**src/rtl/bdg_pkg.sv**
```systemverilog
// ----------------------------------------------------------------------------
// bdg_pkg
// Shared types and codes for the button debounce and gesture detector.
// ----------------------------------------------------------------------------
`timescale 1ns / 1ps
`default_nettype none

package bdg_pkg;

  // Configuration register indexes
  localparam logic [1:0] CFG_ACTIVE_LEVEL   = 2'd0;
  localparam logic [1:0] CFG_DEBOUNCE_TIME  = 2'd1;
  localparam logic [1:0] CFG_DBL_CLICK_TO   = 2'd2;
  localparam logic [1:0] CFG_HOLD_LIMIT     = 2'd3;

  // Reset values of the configuration registers
  localparam logic        RST_ACTIVE_LEVEL  = 1'b1;
  localparam logic [15:0] RST_DEBOUNCE_TIME = 16'd50;
  localparam logic [15:0] RST_DBL_CLICK_TO  = 16'd250;
  localparam logic [15:0] RST_HOLD_LIMIT    = 16'd500;

  typedef enum logic [2:0] {
    G_NONE        = 3'd0,
    G_CLICK       = 3'd1,
    G_DOUBLE      = 3'd2,
    G_LONG        = 3'd3,
    G_CLICK_LONG  = 3'd4,
    G_DOUBLE_LONG = 3'd5,
    G_RELEASE     = 3'd6
  } gesture_t;

  typedef enum logic [2:0] {
    S_IDLE             = 3'd0,
    S_PRESS_PEND       = 3'd1,
    S_PRESSED          = 3'd2,
    S_CLICK_PEND       = 3'd3,
    S_CLICK_PRESS_PEND = 3'd4,
    S_DBL_PEND         = 3'd5,
    S_DBL_PRESS_PEND   = 3'd6
  } gstate_t;

  // Debouncer report for one sample
  typedef struct packed {
    logic        stable_edge;  // debounced level changed on this sample
    logic        steady;       // sample matches the debounced level
    logic [31:0] elapsed;      // ms since the last debounced edge
  } deb_ev_t;

endpackage

`default_nettype wire

```
**src/rtl/bdg_debounce.sv**
```systemverilog
// ----------------------------------------------------------------------------
// bdg_debounce
// Raw level tracking and debounce window; reports edges and steady time.
// ----------------------------------------------------------------------------
`timescale 1ns / 1ps
`default_nettype none

module bdg_debounce (
  input  wire logic            clk,
  input  wire logic            rst,
  input  wire logic            advance,        // process one sample this cycle
  input  wire logic            level,          // sample, 1 means pressed
  input  wire logic [31:0]     now,
  input  wire logic [15:0]     debounce_time,
  output bdg_pkg::deb_ev_t     ev
);

  logic        last_raw_level;
  logic [31:0] raw_change_time;
  logic        stable_level;
  logic [31:0] stable_change_time;

  logic        raw_change;
  logic [31:0] raw_age;
  logic        window_met;

  always_comb begin
    raw_change     = level != last_raw_level;
    raw_age        = now - raw_change_time;
    window_met     = raw_age >= {16'd0, debounce_time};
    ev.stable_edge = !raw_change && (level != stable_level) && window_met;
    ev.steady      = !raw_change && (level == stable_level);
    ev.elapsed     = now - stable_change_time;
  end

  always_ff @(posedge clk) begin
    if (rst) begin
      last_raw_level     <= 1'b0;
      raw_change_time    <= '0;
      stable_level       <= 1'b0;
      stable_change_time <= '0;
    end else if (advance) begin
      if (raw_change) begin
        last_raw_level  <= level;
        raw_change_time <= now;
      end else if (ev.stable_edge) begin
        stable_level       <= level;
        stable_change_time <= now;
      end
    end
  end

endmodule

`default_nettype wire

```
**src/rtl/bdg_gesture_fsm.sv**
```systemverilog
// ----------------------------------------------------------------------------
// bdg_gesture_fsm
// Seven-state gesture machine stepped by debounced edges and timeouts.
// ----------------------------------------------------------------------------
`timescale 1ns / 1ps
`default_nettype none

module bdg_gesture_fsm (
  input  wire logic              clk,
  input  wire logic              rst,
  input  wire logic              advance,
  input  wire bdg_pkg::deb_ev_t  ev,
  input  wire logic [15:0]       dbl_click_to,
  input  wire logic [15:0]       hold_limit,
  output bdg_pkg::gesture_t      gesture
);

  bdg_pkg::gstate_t state;
  bdg_pkg::gstate_t state_next;
  logic             is_long;
  logic             click_to;

  assign is_long  = ev.elapsed >= {16'd0, hold_limit};
  assign click_to = ev.elapsed >  {16'd0, dbl_click_to};

  // Next state
  always_comb begin
    state_next = state;
    if (ev.stable_edge) begin
      unique case (state)
        bdg_pkg::S_IDLE:             state_next = bdg_pkg::S_PRESS_PEND;
        bdg_pkg::S_PRESS_PEND:       state_next = bdg_pkg::S_CLICK_PEND;
        bdg_pkg::S_PRESSED:          state_next = bdg_pkg::S_IDLE;
        bdg_pkg::S_CLICK_PEND:       state_next = bdg_pkg::S_CLICK_PRESS_PEND;
        bdg_pkg::S_CLICK_PRESS_PEND: state_next = bdg_pkg::S_DBL_PEND;
        bdg_pkg::S_DBL_PEND:         state_next = bdg_pkg::S_DBL_PRESS_PEND;
        bdg_pkg::S_DBL_PRESS_PEND:   state_next = bdg_pkg::S_CLICK_PEND;
        default:                     state_next = state;
      endcase
    end else if (ev.steady) begin
      unique case (state)
        bdg_pkg::S_CLICK_PEND:
          if (click_to) state_next = bdg_pkg::S_IDLE;
        bdg_pkg::S_PRESS_PEND, bdg_pkg::S_CLICK_PRESS_PEND,
        bdg_pkg::S_DBL_PRESS_PEND:
          if (is_long) state_next = bdg_pkg::S_PRESSED;
        bdg_pkg::S_DBL_PEND:
          if (is_long) state_next = bdg_pkg::S_IDLE;
        default: state_next = state;
      endcase
    end
  end

  // Outputs
  always_comb begin
    gesture = bdg_pkg::G_NONE;
    if (ev.stable_edge) begin
      unique case (state)
        bdg_pkg::S_PRESSED:        gesture = bdg_pkg::G_RELEASE;
        bdg_pkg::S_DBL_PRESS_PEND: gesture = bdg_pkg::G_DOUBLE;
        default:                   gesture = bdg_pkg::G_NONE;
      endcase
    end else if (ev.steady) begin
      unique case (state)
        bdg_pkg::S_CLICK_PEND:
          if (click_to) gesture = bdg_pkg::G_CLICK;
        bdg_pkg::S_PRESS_PEND:
          if (is_long) gesture = bdg_pkg::G_LONG;
        bdg_pkg::S_CLICK_PRESS_PEND:
          if (is_long) gesture = bdg_pkg::G_CLICK_LONG;
        bdg_pkg::S_DBL_PEND:
          if (is_long) gesture = bdg_pkg::G_DOUBLE;
        bdg_pkg::S_DBL_PRESS_PEND:
          if (is_long) gesture = bdg_pkg::G_DOUBLE_LONG;
        default: gesture = bdg_pkg::G_NONE;
      endcase
    end
  end

  always_ff @(posedge clk) begin
    if (rst) begin
      state <= bdg_pkg::S_IDLE;
    end else if (advance) begin
      state <= state_next;
    end
  end

endmodule

`default_nettype wire

```
**src/rtl/button_debounce_gesture_detector.sv**
```systemverilog
// ----------------------------------------------------------------------------
// button_debounce_gesture_detector
// Button debouncer with click, double click and long press detection.
// ----------------------------------------------------------------------------
// Each input transaction carries one raw button sample and a millisecond
// timestamp; each yields exactly one output transaction carrying a gesture
// code (mostly "none"). The block takes one sample per clock cycle
// sustained while the output side accepts results; a sample sits in the
// input register, then loads the result register, which offers its result,
// and the output transaction is delayed further only while the output side
// stalls. The critical path is one 32-bit wrapping subtract followed by a
// compare against a 16-bit timeout and the gesture state decode. A stalled
// result is held in the result register while the input register still
// takes one more sample, so the input side only backs up once both
// registers are full. Write configuration only while no sample is in
// flight; changes apply to the next sample processed.
// ----------------------------------------------------------------------------
`timescale 1ns / 1ps
`default_nettype none

module button_debounce_gesture_detector (
  input  wire logic        clk,
  input  wire logic        rst,
  // configuration write port
  input  wire logic        cfg_we,
  input  wire logic [1:0]  cfg_addr,
  input  wire logic [15:0] cfg_wdata,
  // sample stream
  input  wire logic        s_tvalid,
  output logic             s_tready,
  input  wire logic [39:0] s_tdata,   // [0] raw_level, [32:1] time_ms, [39:33] zero
  // gesture stream
  output logic             m_tvalid,
  input  wire logic        m_tready,
  output logic [7:0]       m_tdata    // [2:0] gesture, [7:3] zero
);

  // Configuration registers
  logic        active_level;
  logic [15:0] debounce_time;
  logic [15:0] dbl_click_to;
  logic [15:0] hold_limit;

  // Input register
  logic        in_valid;
  logic        in_level;
  logic [31:0] in_time;

  // Result register
  logic              out_valid;
  bdg_pkg::gesture_t out_gesture;

  logic              advance;
  logic              level;
  bdg_pkg::deb_ev_t  ev;
  bdg_pkg::gesture_t gesture;

  // Move the held sample into the result register when that slot is free
  // or being drained this cycle.
  assign advance  = in_valid && (!out_valid || m_tready);
  assign s_tready = !in_valid || advance;

  // Map the sample so that 1 always means pressed.
  assign level = in_level ^ !active_level;

  always_ff @(posedge clk) begin
    if (rst) begin
      active_level  <= bdg_pkg::RST_ACTIVE_LEVEL;
      debounce_time <= bdg_pkg::RST_DEBOUNCE_TIME;
      dbl_click_to  <= bdg_pkg::RST_DBL_CLICK_TO;
      hold_limit    <= bdg_pkg::RST_HOLD_LIMIT;
    end else if (cfg_we) begin
      unique case (cfg_addr)
        bdg_pkg::CFG_ACTIVE_LEVEL:  active_level  <= cfg_wdata[0];
        bdg_pkg::CFG_DEBOUNCE_TIME: debounce_time <= cfg_wdata;
        bdg_pkg::CFG_DBL_CLICK_TO:  dbl_click_to  <= cfg_wdata;
        bdg_pkg::CFG_HOLD_LIMIT:    hold_limit    <= cfg_wdata;
        default: ;
      endcase
    end
  end

  // Capture a sample whenever the input register is free or moving on.
  always_ff @(posedge clk) begin
    if (rst) begin
      in_valid <= 1'b0;
    end else if (s_tready) begin
      in_valid <= s_tvalid;
    end
  end

  always_ff @(posedge clk) begin
    if (s_tready && s_tvalid) begin
      in_level <= s_tdata[0];
      in_time  <= s_tdata[32:1];
    end
  end

  bdg_debounce u_debounce (
    .clk           (clk),
    .rst           (rst),
    .advance       (advance),
    .level         (level),
    .now           (in_time),
    .debounce_time (debounce_time),
    .ev            (ev)
  );

  bdg_gesture_fsm u_fsm (
    .clk          (clk),
    .rst          (rst),
    .advance      (advance),
    .ev           (ev),
    .dbl_click_to (dbl_click_to),
    .hold_limit   (hold_limit),
    .gesture      (gesture)
  );

  // Result register: load on advance, drop once the transaction completes.
  always_ff @(posedge clk) begin
    if (rst) begin
      out_valid <= 1'b0;
    end else if (advance) begin
      out_valid <= 1'b1;
    end else if (m_tready) begin
      out_valid <= 1'b0;
    end
  end

  always_ff @(posedge clk) begin
    if (advance) begin
      out_gesture <= gesture;
    end
  end

  assign m_tvalid = out_valid;
  assign m_tdata  = {5'd0, out_gesture};

endmodule

`default_nettype wire

```
**config.mk**
```make
export PLATFORM = sky130hd
export DESIGN_NAME = button_debounce_gesture_detector
export DESIGN_NICKNAME = d
export VERILOG_FILES = /design/src/rtl/bdg_pkg.sv /design/src/rtl/bdg_debounce.sv /design/src/rtl/bdg_gesture_fsm.sv /design/src/rtl/button_debounce_gesture_detector.sv
export SDC_FILE = /design/constraint.sdc
export NUM_CORES = 1
export LEC_CHECK = 0
export ABC_AREA = 1
export BUFFER_PORTS_ARGS = -buffer_cell sky130_fd_sc_hd__clkbuf_2
export CORE_MARGIN = 4
export CORE_UTILIZATION = 56
export DETAILED_ROUTE_END_ITERATION = 16
export MAX_ROUTING_LAYER = met4
export PLACE_DENSITY = 0.77
export SYNTH_ARGS = -nofsm -noshare
export SYNTH_HDL_FRONTEND = slang
export SYNTH_SLANG_ARGS = --single-unit
```
**constraint.sdc**
```tcl
create_clock -name clk -period 3.2 [get_ports clk]
set_input_delay 0.64 -clock clk [delete_from_list [all_inputs] [get_ports clk]]
set_output_delay 0.64 -clock clk [all_outputs]
set_load 0.01 [all_outputs]
```
### After elaboration in Yosys (flattened, before gate mapping)

Cells that the tools add are included.

* word-level logic and storage cells: 80
* register bits: 156
* output and inout port bits: 10

* mux-type cells: 18
* $lt $le $gt $ge: 3
* add/subtract/negate cells: 2
* bitwise logic cells: 2
* reductions and logical operators: 25
* equal/unequal tests: 16

Operators by type and width (count)
* $ge 32x16->1: 2
* $sub 32x32->32: 2
* $gt 32x16->1: 1
* $mux 3: 9
* $pmux 3 s6: 1
* $pmux 3 s5: 1
* $reduce_and 2->1: 5
* $eq 3x3->1 const B: 3
* $ne 3x2->1 const B: 3
* $pmux 3 s3: 1
* $ne 7x2->1 const B: 1
* $reduce_and 7->1: 1
* $eq 3x2->1 const B: 2
* $pmux 3 s2: 1
* $logic_and 1x1->1: 5
* $eq 2x2->1 const B: 2
* $logic_not 1->1: 4
* $mux 2: 2
* $reduce_bool 2->1: 2
* $reduce_bool 4->1: 1
* $eq 3x1->1 const B: 1
* $logic_not 3->1: 1
* $mux 1: 3
* $reduce_and 3->1: 1
* 9 further kinds: 11

### Logic depth before layout (Yosys ltp)

Gate-level depths: netlist of the first run.

* word-level depth: 8
* mapped depth: 28
* gate-level depth less buffers: 28

### By module

A second synthesis of the first run with hierarchy kept.

* cell total of the unflattened synthesis: 1827
* area, all modules: 11787.6 µm²

Modules (own cells, without submodules)
* bdg_debounce: instances 1, cells each 1275, sequential area each 1321.3 µm², area each 7379.6 µm²
* button_debounce_gesture_detector: instances 1, cells each 342, sequential area each 2102.0 µm², area each 3170.5 µm²
* bdg_gesture_fsm: instances 1, cells each 210, sequential area each 60.1 µm², area each 1237.4 µm²

### Worst setup path after synthesis of the first run

OpenSTA, ideal clock, no wires.

* path kind: flip-flop to flip-flop
* start point: reg in_time[0]
* end point: reg out_gesture[2] (data pin)
* buffers on the path: 1
* data arrival time: 2.978 ns
* cell stages (with the launch flop): 26
* library setup time: 0.261 ns
* data required time: 2.939 ns
* path slack: -0.039 ns
* cells stage by stage: edfxtp_1 > inv_1 > ha_1 > fa_1 > inv_1 > nand3_1 > nand3_1 > nand2_1 > nand2_1 > nand2_1 > nand2_1 > xor2_1 > ha_1 > nand2_1 > nor2_1 > a211oi_1 > nand2_1 > nor2_1 > nand3_1 > nor2_1 > nand2_2 > nand2_4 > inv_6 > buf_4 > nand3_1 > o21ai_0

* word-level cells in the longest chain between the ends: 6
* elaborated cells between the ends (all ways): 10
* classes of those cells: add/sub: 2; order compare: 2; mux: 5; reduce/logical: 1

RTL lines
* start: declaration: line button_debounce_gesture_detector.sv:47 `logic [31:0] in_time;`
* start signal: assignment: line button_debounce_gesture_detector.sv:95 `in_time <= s_tdata[32:1];`
* $sub 32x32->32: line bdg_debounce.sv:33 `ev.elapsed = now - stable_change_time;`
* $ge 32x16->1: line bdg_gesture_fsm.sv:23 `assign is_long = ev.elapsed >= {16'd0, hold_limit};`
* $mux 3, on equally long branches: line bdg_gesture_fsm.sv:74, bdg_gesture_fsm.sv:70
* $pmux 3 s5: line bdg_gesture_fsm.sv:64 `unique case (state)`
* $mux 3: line bdg_gesture_fsm.sv:63 `end else if (ev.steady) begin`
* $mux 3 (*): line bdg_gesture_fsm.sv:57 `if (ev.stable_edge) begin`
* via gesture[2]: line button_debounce_gesture_detector.sv:56 `bdg_pkg::gesture_t gesture;`
* end signal: assignment: line button_debounce_gesture_detector.sv:132 `out_gesture <= gesture;`
* end: declaration: line button_debounce_gesture_detector.sv:51 `bdg_pkg::gesture_t out_gesture;`

Mark *: on every way through the listed nets, which the timed path passes. The rest lies on a longest branch.
A chain may end at the register's enable or synchronous reset.

### Worst setup path after layout of the first run

* start point: reg in_time[3]
* end point: reg u_debounce.stable_change_time[20]

* word-level cells in the longest chain between the ends: 4

RTL lines
* $sub 32x32->32: line bdg_debounce.sv:29 `raw_age = now - raw_change_time;`
* $ge 32x16->1: line bdg_debounce.sv:30 `window_met = raw_age >= {16'd0, debounce_time};`
* $logic_and 1x1->1: line bdg_debounce.sv:31 `ev.stable_edge = !raw_change && (level != stable_level) && window_met;`
* $reduce_and 3->1 (no source line)
* end signal: assignment: line bdg_debounce.sv:48 `stable_change_time <= now;`
* end: declaration: line bdg_debounce.sv:21 `logic [31:0] stable_change_time;`

No other way between the ends.

==> results of run 1 <==
==> Yosys cell counts, types with 6 or more instances <==
cell      instances  area, µm²
nor2_1          128        480
o211ai_1         10       75.1
nand3b_1          7       52.6
nand4_1          24        150
xor2_1           30        263
a21oi_1         170        851
nor2_2            6       37.5
ha_1            110       1380
nand2_1         549       2060
clkbuf_1         29        109
o21bai_1          7       52.6
buf_4             6       45.0
edfxtp_1         36       1080
inv_1           343       1290
nor3_1           13       65.1
nand3_1         108        541
o21ai_0          86        430
dfxtp_1         120       2400
==> power groups by stage <==
stage,logic [µW],registers (µW),clock network (µW)
3_3_place_gp,1960,2220,0
4_1_cts,2110,2190,2060
6_report,2420,2200,2060
5_1_grt,2660,2200,2160
2_1_floorplan,1290,2210,0
3_5_place_dp,2020,2230,0
==> cell type report <==
type                    instances  area (µm²)  area share, %
clock inverters                15         150          0.996
well taps                     270         338           2.24
inverters                     346        1310           8.67
clock buffers                  17         425           2.82
repair buffers                259        1840           12.2
multi-input cells            1293        7530           50.0
flip-flops and latches        156        3480           23.1
==> registers in the layout, indices dropped and copies added, names as in the netlist, 3 cells and up <==
signal,count
debounce_time,16
u_debounce.raw_change_time,32
hold_limit,16
dbl_click_to,16
out_gesture,3
in_time,32
u_debounce.stable_change_time,32
u_fsm.state,3
==> per-stage QoR <==
step | total power, µW | std cells | util (%) | TNS, ns | hold WS (ns)
2_1_floorplan | 3490 | 1833 | - | 0 | 0.433
5_1_grt | 7020 | 2356 | 73.8 | -26.64 | 0.365
3_5_place_dp | 4240 | 2294 | 66.2 | -15.12 | 0.450
3_3_place_gp | 4180 | 2294 | 66.2 | -11.28 | 0.442
4_1_cts | 6360 | 2336 | 70.4 | -11.22 | 0.373
6_report | 6670 | 2356 | 73.8 | -18.08 | 0.379
==> layout by cell type, fill, tap and decap left out, types with 6 or more instances in the layout <==
| cell | instances |
|---|---|
| edfxtp_1 | 36 |
| inv_2 | 6 |
| xor2_2 | 13 |
| nor2_1 | 114 |
| nand2_2 | 36 |
| inv_1 | 337 |
| nand2_1 | 515 |
| xor2_1 | 16 |
| nor2_2 | 16 |
| o21bai_1 | 6 |
| dfxtp_1 | 120 |
| ha_4 | 21 |
| ha_1 | 86 |
| nor3_1 | 10 |
| nand3_2 | 14 |
| o21ai_0 | 85 |
| buf_4 | 194 |
| o211ai_1 | 10 |
| clkbuf_2 | 60 |
| nand3b_1 | 7 |
| clkbuf_16 | 18 |
| nand4_1 | 24 |
| a21oi_2 | 12 |
| nand3_1 | 95 |
| a21oi_1 | 159 |
==> logic make-up after synthesis <==
kind of cell             after synthesis
AND/OR/NAND/NOR                      846
buffers and inverters                387
AO/OA/AOI/OAI                        293
flip-flops                           156
adder cells (fa/ha/maj)              112
XOR/XNOR                              34
other                                  1
==> worst reg2reg max path, cell delays in order, from the launching register on <==
cell	delay, ns
edfxtp_1	0.49
ha_4	0.34
nand2_2	0.09
inv_1	0.10
nand2_1	0.06
nand2_1	0.10
nand2_2	0.10
nand3_4	0.12
nand2_2	0.08
nand2_2	0.10
xor2_1	0.22
ha_1	0.31
a21oi_1	0.16
nor2_1	0.07
a211oi_2	0.16
nand2_1	0.08
nor2_1	0.08
nand3_1	0.09
nor2_1	0.12
nand2_2	0.14
nand2_4	0.14
inv_8	0.08
clkbuf_16	0.19
nand3_1	0.08
a21oi_1	0.08
==> per-layer routing <==
layer / part of all wire, % / vias to the layer above / global-route usage [%]
li1: - / 6282 / -
met1: 42 / 5946 / 38.1
met2: 49 / 489 / 51.8
met3: 6.6 / 97 / 4.72
met4: 3.0 / 0 / 8.78
met5: 0 / - / -
==> how the worst max path moves through the flow <==
stage | start | to | slack, ns
floorplan | in_time[8] | out_gesture[2] | 0.004
global placement | in_time[0] | u_debounce.stable_level | -0.32
detailed placement | in_time[4] | u_debounce.stable_change_time[26] | -0.45
CTS | in_time[6] | u_debounce.stable_change_time[13] | -0.31
global route | in_time[2] | u_debounce.stable_change_time[14] | -0.73
finish | in_time[3] | u_debounce.stable_change_time[20] | -0.52
==> repair_timing <==
| item | 4_1_cts | 5_1_grt |
|---|---|---|
| cloned | 3 | 1 |
| setup buffers | 7 | 19 |
| pin swaps | 11 | 12 |
| gates resized for setup | 36 | 105 |
| endpoints found under the hold margin | 0 | 0 |
| endpoints found under the setup margin | 39 | 39 |
==> run summary, run 1 <==
==========================================================================================
Total clock sinks                                                                      156
Initial DRC count                                                                    1,121
Worst setup slack before clock tree synthesis                                    -0.454 ns
Number of flops mapped to enable cells by yosys                                         36
Worst flop-to-flop path endpoint                                              u_debounce.stable_change_time[20]
Multiplexer share of the synthesized area                                               0%
Most numerous cell on the critical path                                            nand2_2
Max-cap viol count                                                                       0
Synth unique cells                                                                      42
Clock tree from TritonCTS                                                            built
Mean routed wirelength per cell                                                    16.2 µm
Post-route cell area                                                            0.0151 mm²
Clock edge transition at the registers on the reported setup and hold paths        0.07 ns
Worst Path Required                                                                3.49 ns
Die outline width                                                                   153 µm
Setup ws final                                                                   -0.517 ns
Hold_buf cts                                                                             0
Hold WC Path Type                                                             input port to flop
Static leakage power                                                            0.00749 µW
CTS H-Tree Depth                                                                         4
Cell Area, Placed                                                               0.0135 mm²
Via total after detailed routing                                                    12,814
Hold Crit Depth                                                                          1
Arrival time at the worst endpoint                                                 4.00 ns
Count of filler cells inserted in the layout                                         1,566
Final weighted congestion of routability-driven global placement                     0.954
Max Transition Viols Final                                                               0
Cells along the critical path                                                 ha_4 -> nand2_2 -> inv_1 -> nand2_1 -> nand2_1 -> nand2_2 -> nand3_4 -> nand2_2 -> nand2_2 -> xor2_1 -> ha_1 -> a21oi_1 -> nor2_1 -> a211oi_2 -> nand2_1 -> nor2_1 -> nand3_1 -> nor2_1 -> nand2_2 -> nand2_4 -> inv_8 -> clkbuf_16 -> nand3_1 -> a21oi_1
Max clock buf depth                                                                      2
ANT nets after route                                                                     0
Worst setup skew after layout                                                    0.0128 ns
Maximum number of pins on one net before global-route repair                            63
Worst setup slack for register-to-register paths                                  -0.52 ns
Post-Route WL                                                                    38,100 µm
Critical path depth                                                                     24
Number of failing hold endpoints at the final stage                                      0
Portion of the post-synthesis area used by sequential elements                       29.6%
Combinational share of power                                                         36.2%
GR Util All Layers                                                                   30.6%
Pin slew with the least headroom to its limit                                     0.741 ns
Slowest CP cell                                                                   edfxtp_1
Die span in y                                                                       153 µm
Hold Path Origin                                                               s_tdata[25]
Unrepaired setup endpoints after global routing                                       true
Growth of design area from synthesis to finish                                       28.1%
Via density per instance                                                              5.44
Number of warnings issued by yosys                                                       0
Post-synthesis async set-or-reset flop share                                            0%
Dominant combinational cell family by area after synthesis                    simple AND/OR/NAND/NOR gates
Maximum cell stage delay along the critical path                                   0.49 ns
CORE AREA                                                                       0.0204 mm²
Critical Setup Path Class                                                     flop to flop
Max transition margin                                                                50.3%
Total overflow reported by the global router                                             0
Adder-cell area share of the yosys netlist                                           12.0%
Total number of placement rows                                                          52
Share of cells above drive strength 1                                                21.0%
Worst reg-to-reg path cell count                                                        24
Complex-gate fraction of the synthesized area                                        13.3%
Global-route wire length before repair                                           56,900 µm
Post-Synth Simple-Gate Area                                                          29.7%
Result of the run                                                             finished with violations
Post-synthesis xor/xnor area fraction                                                2.53%
Int Power                                                                          4240 µW
Worst Hold End                                                                 in_time[24]
Number of top-level pins                                                                73
Worst R2R Start                                                                 in_time[3]
Count of final setup violators                                                          39
Failing checks                                                                setup timing
Iteration count of the initial detailed-routing pass                                     5
Initial antenna violation count                                                          0
Vias in the first global route                                                      11,878
Top achievable clock speed                                                       0.269 GHz
ANT cells                                                                                0
Switching share of power                                                             36.4%
Min Tclk post-route                                                                3.72 ns
Number of buffers inserted during clock tree synthesis                                  17
Most used flip-flop cell after synthesis                                           dfxtp_1
Area of the mapped netlist                                                      0.0118 mm²
Initial cell density of the core                                                     57.6%
Register share of total power                                                        32.9%
Syn Inst Count                                                                       1,829
Worst skew pair latency                                                            0.44 ns
Type of origin of the critical path                                                   flop
Pwr/cell area                                                                   443 mW/mm²
Combined buffer and inverter count along the critical path                               3
Residual DRC count                                                                       0
Critical path endpoint category                                                       flop
Clk network pwr share                                                                30.9%
Quantity of I/O buffers inserted on ports                                               60
Library cell used as clock root buffer                                           clkbuf_16
Worst IR Drop VDD                                                                   353 µV
Highest fanout seen on the critical path                                                14
Reported net switching power                                                       2430 µW
Yosys reg bits                                                                         156
Gate family responsible for the most delay along the worst path               simple AND/OR/NAND/NOR gates
Synthesized area divided by synthesized cell count                                6.43 µm²
Area enclosed by the die boundary                                               0.0234 mm²
Detailed-placement wirelength estimate                                           27,100 µm
Post-route clock period utilization                                                   116%
NumNets Final                                                                        2,248
==========================================================================================
Power figures use the tool's default switching activity.
==> inputs of run 2 (changes only) <==
- ABC_AREA: 1 -> default
- CTS_CLUSTER_DIAMETER: default -> 40
- PLACE_DENSITY: 0.77 -> 0.78
==> run 2 against run 1 <==
The run still ends with setup timing left. Non-clock buffer count rose by 88. Fmax fell by 19%. Sequential share of layout area rose by 0.74 points. Setup slack got worse by 0.88 ns. Cell area fell by 3.1%. Register-to-register slack got worse by 0.88 ns. Die area fell by 6.7%. Via count fell by 8.7%. Largest cell class unchanged. Highest routed layer unchanged.
==> run summary, run 2 <==
==========================================================================================
Final total negative setup slack                                                 -50.75 ns   was -18.08 ns
Top-count cell post-synth                                                          nand2_1   unchanged
Top post-synthesis cells by area                                              dfxtp_1 (22%), ha_1 (13%), edfxtp_1 (9.9%), nand2_1 (7.7%), a21oi_1 (6.9%)   was dfxtp_1 (20%), nand2_1 (18%), ha_1 (12%), inv_1 (11%), edfxtp_1 (9.2%)
Dominant combinational cell family by area after synthesis                    compound AO/OA/AOI/OAI gates   was simple AND/OR/NAND/NOR gates
Most numerous cell types in the synthesized netlist                           nand2_1 (224), a21oi_1 (151), dfxtp_1 (120), inv_1 (120)   was nand2_1 (549), inv_1 (343), a21oi_1 (170), nor2_1 (128), dfxtp_1 (120)
Pwr/cell area                                                                   414 mW/mm²   was 443 mW/mm²
Worst flop-to-flop path endpoint                                              u_debounce.stable_change_time[28]   was u_debounce.stable_change_time[20]
CTS H-Tree Depth                                                                         4   unchanged
Hold_buf cts                                                                             0   unchanged
Int Power                                                                          4110 µW   was 4240 µW
Type of origin of the critical path                                                   flop   unchanged
Post-synthesis xor/xnor area fraction                                                3.13%   was 2.53%
Die outline width                                                                   148 µm   was 153 µm
Reported net switching power                                                       1930 µW   was 2430 µW
Mean routed wirelength per cell                                                    18.4 µm   was 16.2 µm
Yosys reg bits                                                                         156   unchanged
Hold WC Path Type                                                             input port to flop   unchanged
Highest fanout seen on the critical path                                                 8   was 14
Combinational share of power                                                         29.1%   was 36.2%
Leading cell type in the layout, fill and taps excluded                              buf_4   was nand2_1
Smallest hold slack                                                               0.373 ns   was 0.379 ns
Static leakage power                                                            0.00612 µW   was 0.00749 µW
Synthesized area divided by synthesized cell count                                7.94 µm²   was 6.43 µm²
Switching share of power                                                             31.9%   was 36.4%
Hold Path Origin                                                               s_tdata[27]   was s_tdata[25]
Cell accounting for the most synthesized area                                      dfxtp_1   unchanged
CORE AREA                                                                       0.0190 mm²   was 0.0204 mm²
Initial cell density of the core                                                     57.7%   was 57.6%
Clock tree from TritonCTS                                                            built   unchanged
Syn Inst Count                                                                       1,377   was 1,829
Setup ws final                                                                    -1.39 ns   was -0.517 ns
Number of flops mapped to enable cells by yosys                                         36   unchanged
Worst setup skew after layout                                                    0.0179 ns   was 0.0128 ns
NumNets Final                                                                        1,864   was 2,248
Post-Synth Simple-Gate Area                                                          19.7%   was 29.7%
Min Tclk post-route                                                                4.59 ns   was 3.72 ns
Post-route cell area                                                            0.0146 mm²   was 0.0151 mm²
Number of warnings issued by yosys                                                       0   unchanged
Library cell used as clock root buffer                                           clkbuf_16   unchanged
Count of filler cells inserted in the layout                                         1,225   was 1,566
Max clock buf depth                                                                      2   unchanged
Hold Crit Depth                                                                          1   unchanged
Register share of total power                                                        35.6%   was 32.9%
Worst skew pair latency                                                            0.44 ns   about the same
Area of the mapped netlist                                                      0.0109 mm²   was 0.0118 mm²
ANT cells                                                                                0   unchanged
Growth of design area from synthesis to finish                                       33.7%   was 28.1%
Pin slew with the least headroom to its limit                                     0.901 ns   was 0.741 ns
Total placed cells including tap cells                                               1,905   was 2,294
Synth unique cells                                                                      83   was 42
Max transition margin                                                                39.9%   was 50.3%
Multiplexer share of the synthesized area                                            3.58%   was 0%
Clock edge transition at the registers on the reported setup and hold paths        0.07 ns   about the same
Maximum number of pins on one net before global-route repair                            75   was 63
Clk network pwr share                                                                35.3%   was 30.9%
Final weighted congestion of routability-driven global placement                     0.923   was 0.954
ANT nets after route                                                                     0   unchanged
Detailed-placement wirelength estimate                                           24,400 µm   was 27,100 µm
Failing checks                                                                setup timing   unchanged
Total overflow reported by the global router                                             0   unchanged
Via density per instance                                                              5.96   was 5.44
Result of the run                                                             finished with violations   unchanged
Post-synthesis async set-or-reset flop share                                            0%   unchanged
Most used flip-flop cell after synthesis                                           dfxtp_1   unchanged
Top-area cell type share of the netlist area                                         22.0%   was 20.4%
Max Transition Viols Final                                                               0   unchanged
Via total after detailed routing                                                    11,699   was 12,814
Complex-gate fraction of the synthesized area                                        22.0%   was 13.3%
Worst setup slack for register-to-register paths                                  -1.39 ns   was -0.52 ns
Post-Route WL                                                                    36,000 µm   was 38,100 µm
Share of cells above drive strength 1                                                27.5%   was 21.0%
Count of final setup violators                                                          39   unchanged
Worst Hold End                                                                 in_time[26]   was in_time[24]
Portion of the post-synthesis area used by sequential elements                       31.9%   was 29.6%
Arrival time at the worst endpoint                                                 4.91 ns   was 4.00 ns
GR Util All Layers                                                                   31.7%   was 30.6%
Worst reg-to-reg path cell count                                                        22   was 24
Number of failing hold endpoints at the final stage                                      0   unchanged
Initial DRC count                                                                    1,156   was 1,121
Iteration count of the initial detailed-routing pass                                     5   unchanged
Initial antenna violation count                                                          0   unchanged
Top Registers                                                                 in_time: 32 flops, u_debounce.raw_change_time: 32 flops, u_debounce.stable_change_time: 32 flops   unchanged
Cell Area, Placed                                                               0.0134 mm²   was 0.0135 mm²
Worst R2R Start                                                                 in_time[1]   was in_time[3]
Residual DRC count                                                                       0   unchanged
Total number of placement rows                                                          50   was 52
Quantity of I/O buffers inserted on ports                                               60   unchanged
Total power                                                                        6040 µW   was 6670 µW
Max-cap viol count                                                                       0   unchanged
Number of top-level pins                                                                73   unchanged
Critical path endpoint category                                                       flop   unchanged
Worst IR Drop VDD                                                                   395 µV   was 353 µV
Number of buffers inserted during clock tree synthesis                                  17   unchanged
Area enclosed by the die boundary                                               0.0218 mm²   was 0.0234 mm²
Total clock sinks                                                                      156   unchanged
Critical Setup Path Class                                                     flop to flop   unchanged
Unrepaired setup endpoints after global routing                                       true   unchanged
Most frequent cells in the layout                                             buf_4 (278), nand2_1 (222), a21oi_1 (139)   was nand2_1 (515), inv_1 (337), buf_4 (194)
Top achievable clock speed                                                       0.218 GHz   was 0.269 GHz
Vias in the first global route                                                      10,918   was 11,878
Worst Path Required                                                                3.52 ns   was 3.49 ns
Die span in y                                                                       148 µm   was 153 µm
Global-route wire length before repair                                           54,700 µm   was 56,900 µm
Post-route clock period utilization                                                   144%   was 116%
Count of placed standard cells in the final layout, fillers left out                 1,962   was 2,356
Adder-cell area share of the yosys netlist                                           13.0%   was 12.0%
==========================================================================================
==> run 2: area by class of cell <==
cell class | instances | area (µm²) | area share (%)
Multi-Input combinational cell | 1044 | 7170 | 49.1
Clock buffer | 20 | 478 | 3.27
Timing Repair Buffer | 347 | 2550 | 17.4
Sequential cell | 156 | 3480 | 23.8
Inverter | 123 | 462 | 3.16
Tap cell | 260 | 325 | 2.23
Clock inverter | 12 | 144 | 0.985
==> run 2: worst max path at each step <==
stage	startpoint	to	slack, ns	depth (start not counted)
3_5_place_dp	in_time[0]	u_debounce.stable_change_time[31]	-1.34	21
6_report	in_time[1]	u_debounce.stable_change_time[28]	-1.39	22
3_3_place_gp	in_time[0]	u_debounce.stable_change_time[0]	-1.13	21
2_1_floorplan	in_time[6]	u_debounce.stable_change_time[12]	-1.0	20
4_1_cts	in_time[0]	u_fsm.state[2]	-1.32	21
5_1_grt	in_time[1]	u_debounce.stable_change_time[28]	-1.63	22
==> run 2: power groups by stage <==
stage | registers (µW) | logic (µW) | clock network (µW)
3_3_place_gp | 2190 | 1530 | 0
3_5_place_dp | 2190 | 1570 | 0
5_1_grt | 2160 | 1910 | 2210
6_report | 2150 | 1760 | 2130
4_1_cts | 2150 | 1630 | 2120
2_1_floorplan | 2180 | 924 | 0
==> run 2: cells by family after synthesis <==
kind of cell,after synthesis
buf+inv,181
other cells,1
xor+xnor,39
simple gates,477
mux,39
compound gates,372
fa+ha+maj,112
flops,156
==> run 2: timing repair <==
action | in CTS | in global routing
gates resized for setup | 18 | 51
gates cloned | 1 | 0
setup endpoints to repair | 39 | 39
pin swaps | 23 | 49
setup buffers | 14 | 14
==> run 2: metal layers <==
metal / vias to the layer above / global-route usage (%) / wire (µm)
met5: - / - / 0
met4: 0 / 10.6 / 1370
met3: 138 / 4.05 / 2760
met2: 590 / 51.1 / 17000
met1: 5491 / 41.4 / 14900
li1: 5480 / - / -
==> run 2: worst max-delay path, cell delays in order (launching register included) <==
cell and delay, ns:
edfxtp_1 0.43, ha_1 0.32, nand2b_1 0.13, a21oi_2 0.11, nor4_4 0.21, nor3_2 0.09
a21o_1 0.21, a21oi_2 0.20, xnor2_1 0.15, ha_1 0.27, a21o_1 0.19, a21o_1 0.18
a21oi_2 0.13, nor2_1 0.05, or4_4 0.42, a2111oi_4 0.20, nand4_1 0.18, nor4_4 0.29
nor2_4 0.16, buf_12 0.16, buf_16 0.13, mux2i_1 0.17, nor2_1 0.06
==> run 2: per-stage QoR <==
step	util, %	setup WS [ns]
6_report	77.1	-1.39
4_1_cts	75.3	-1.32
3_5_place_dp	70.9	-1.34
2_1_floorplan	-	-0.997
3_3_place_gp	70.9	-1.13
5_1_grt	77.1	-1.63
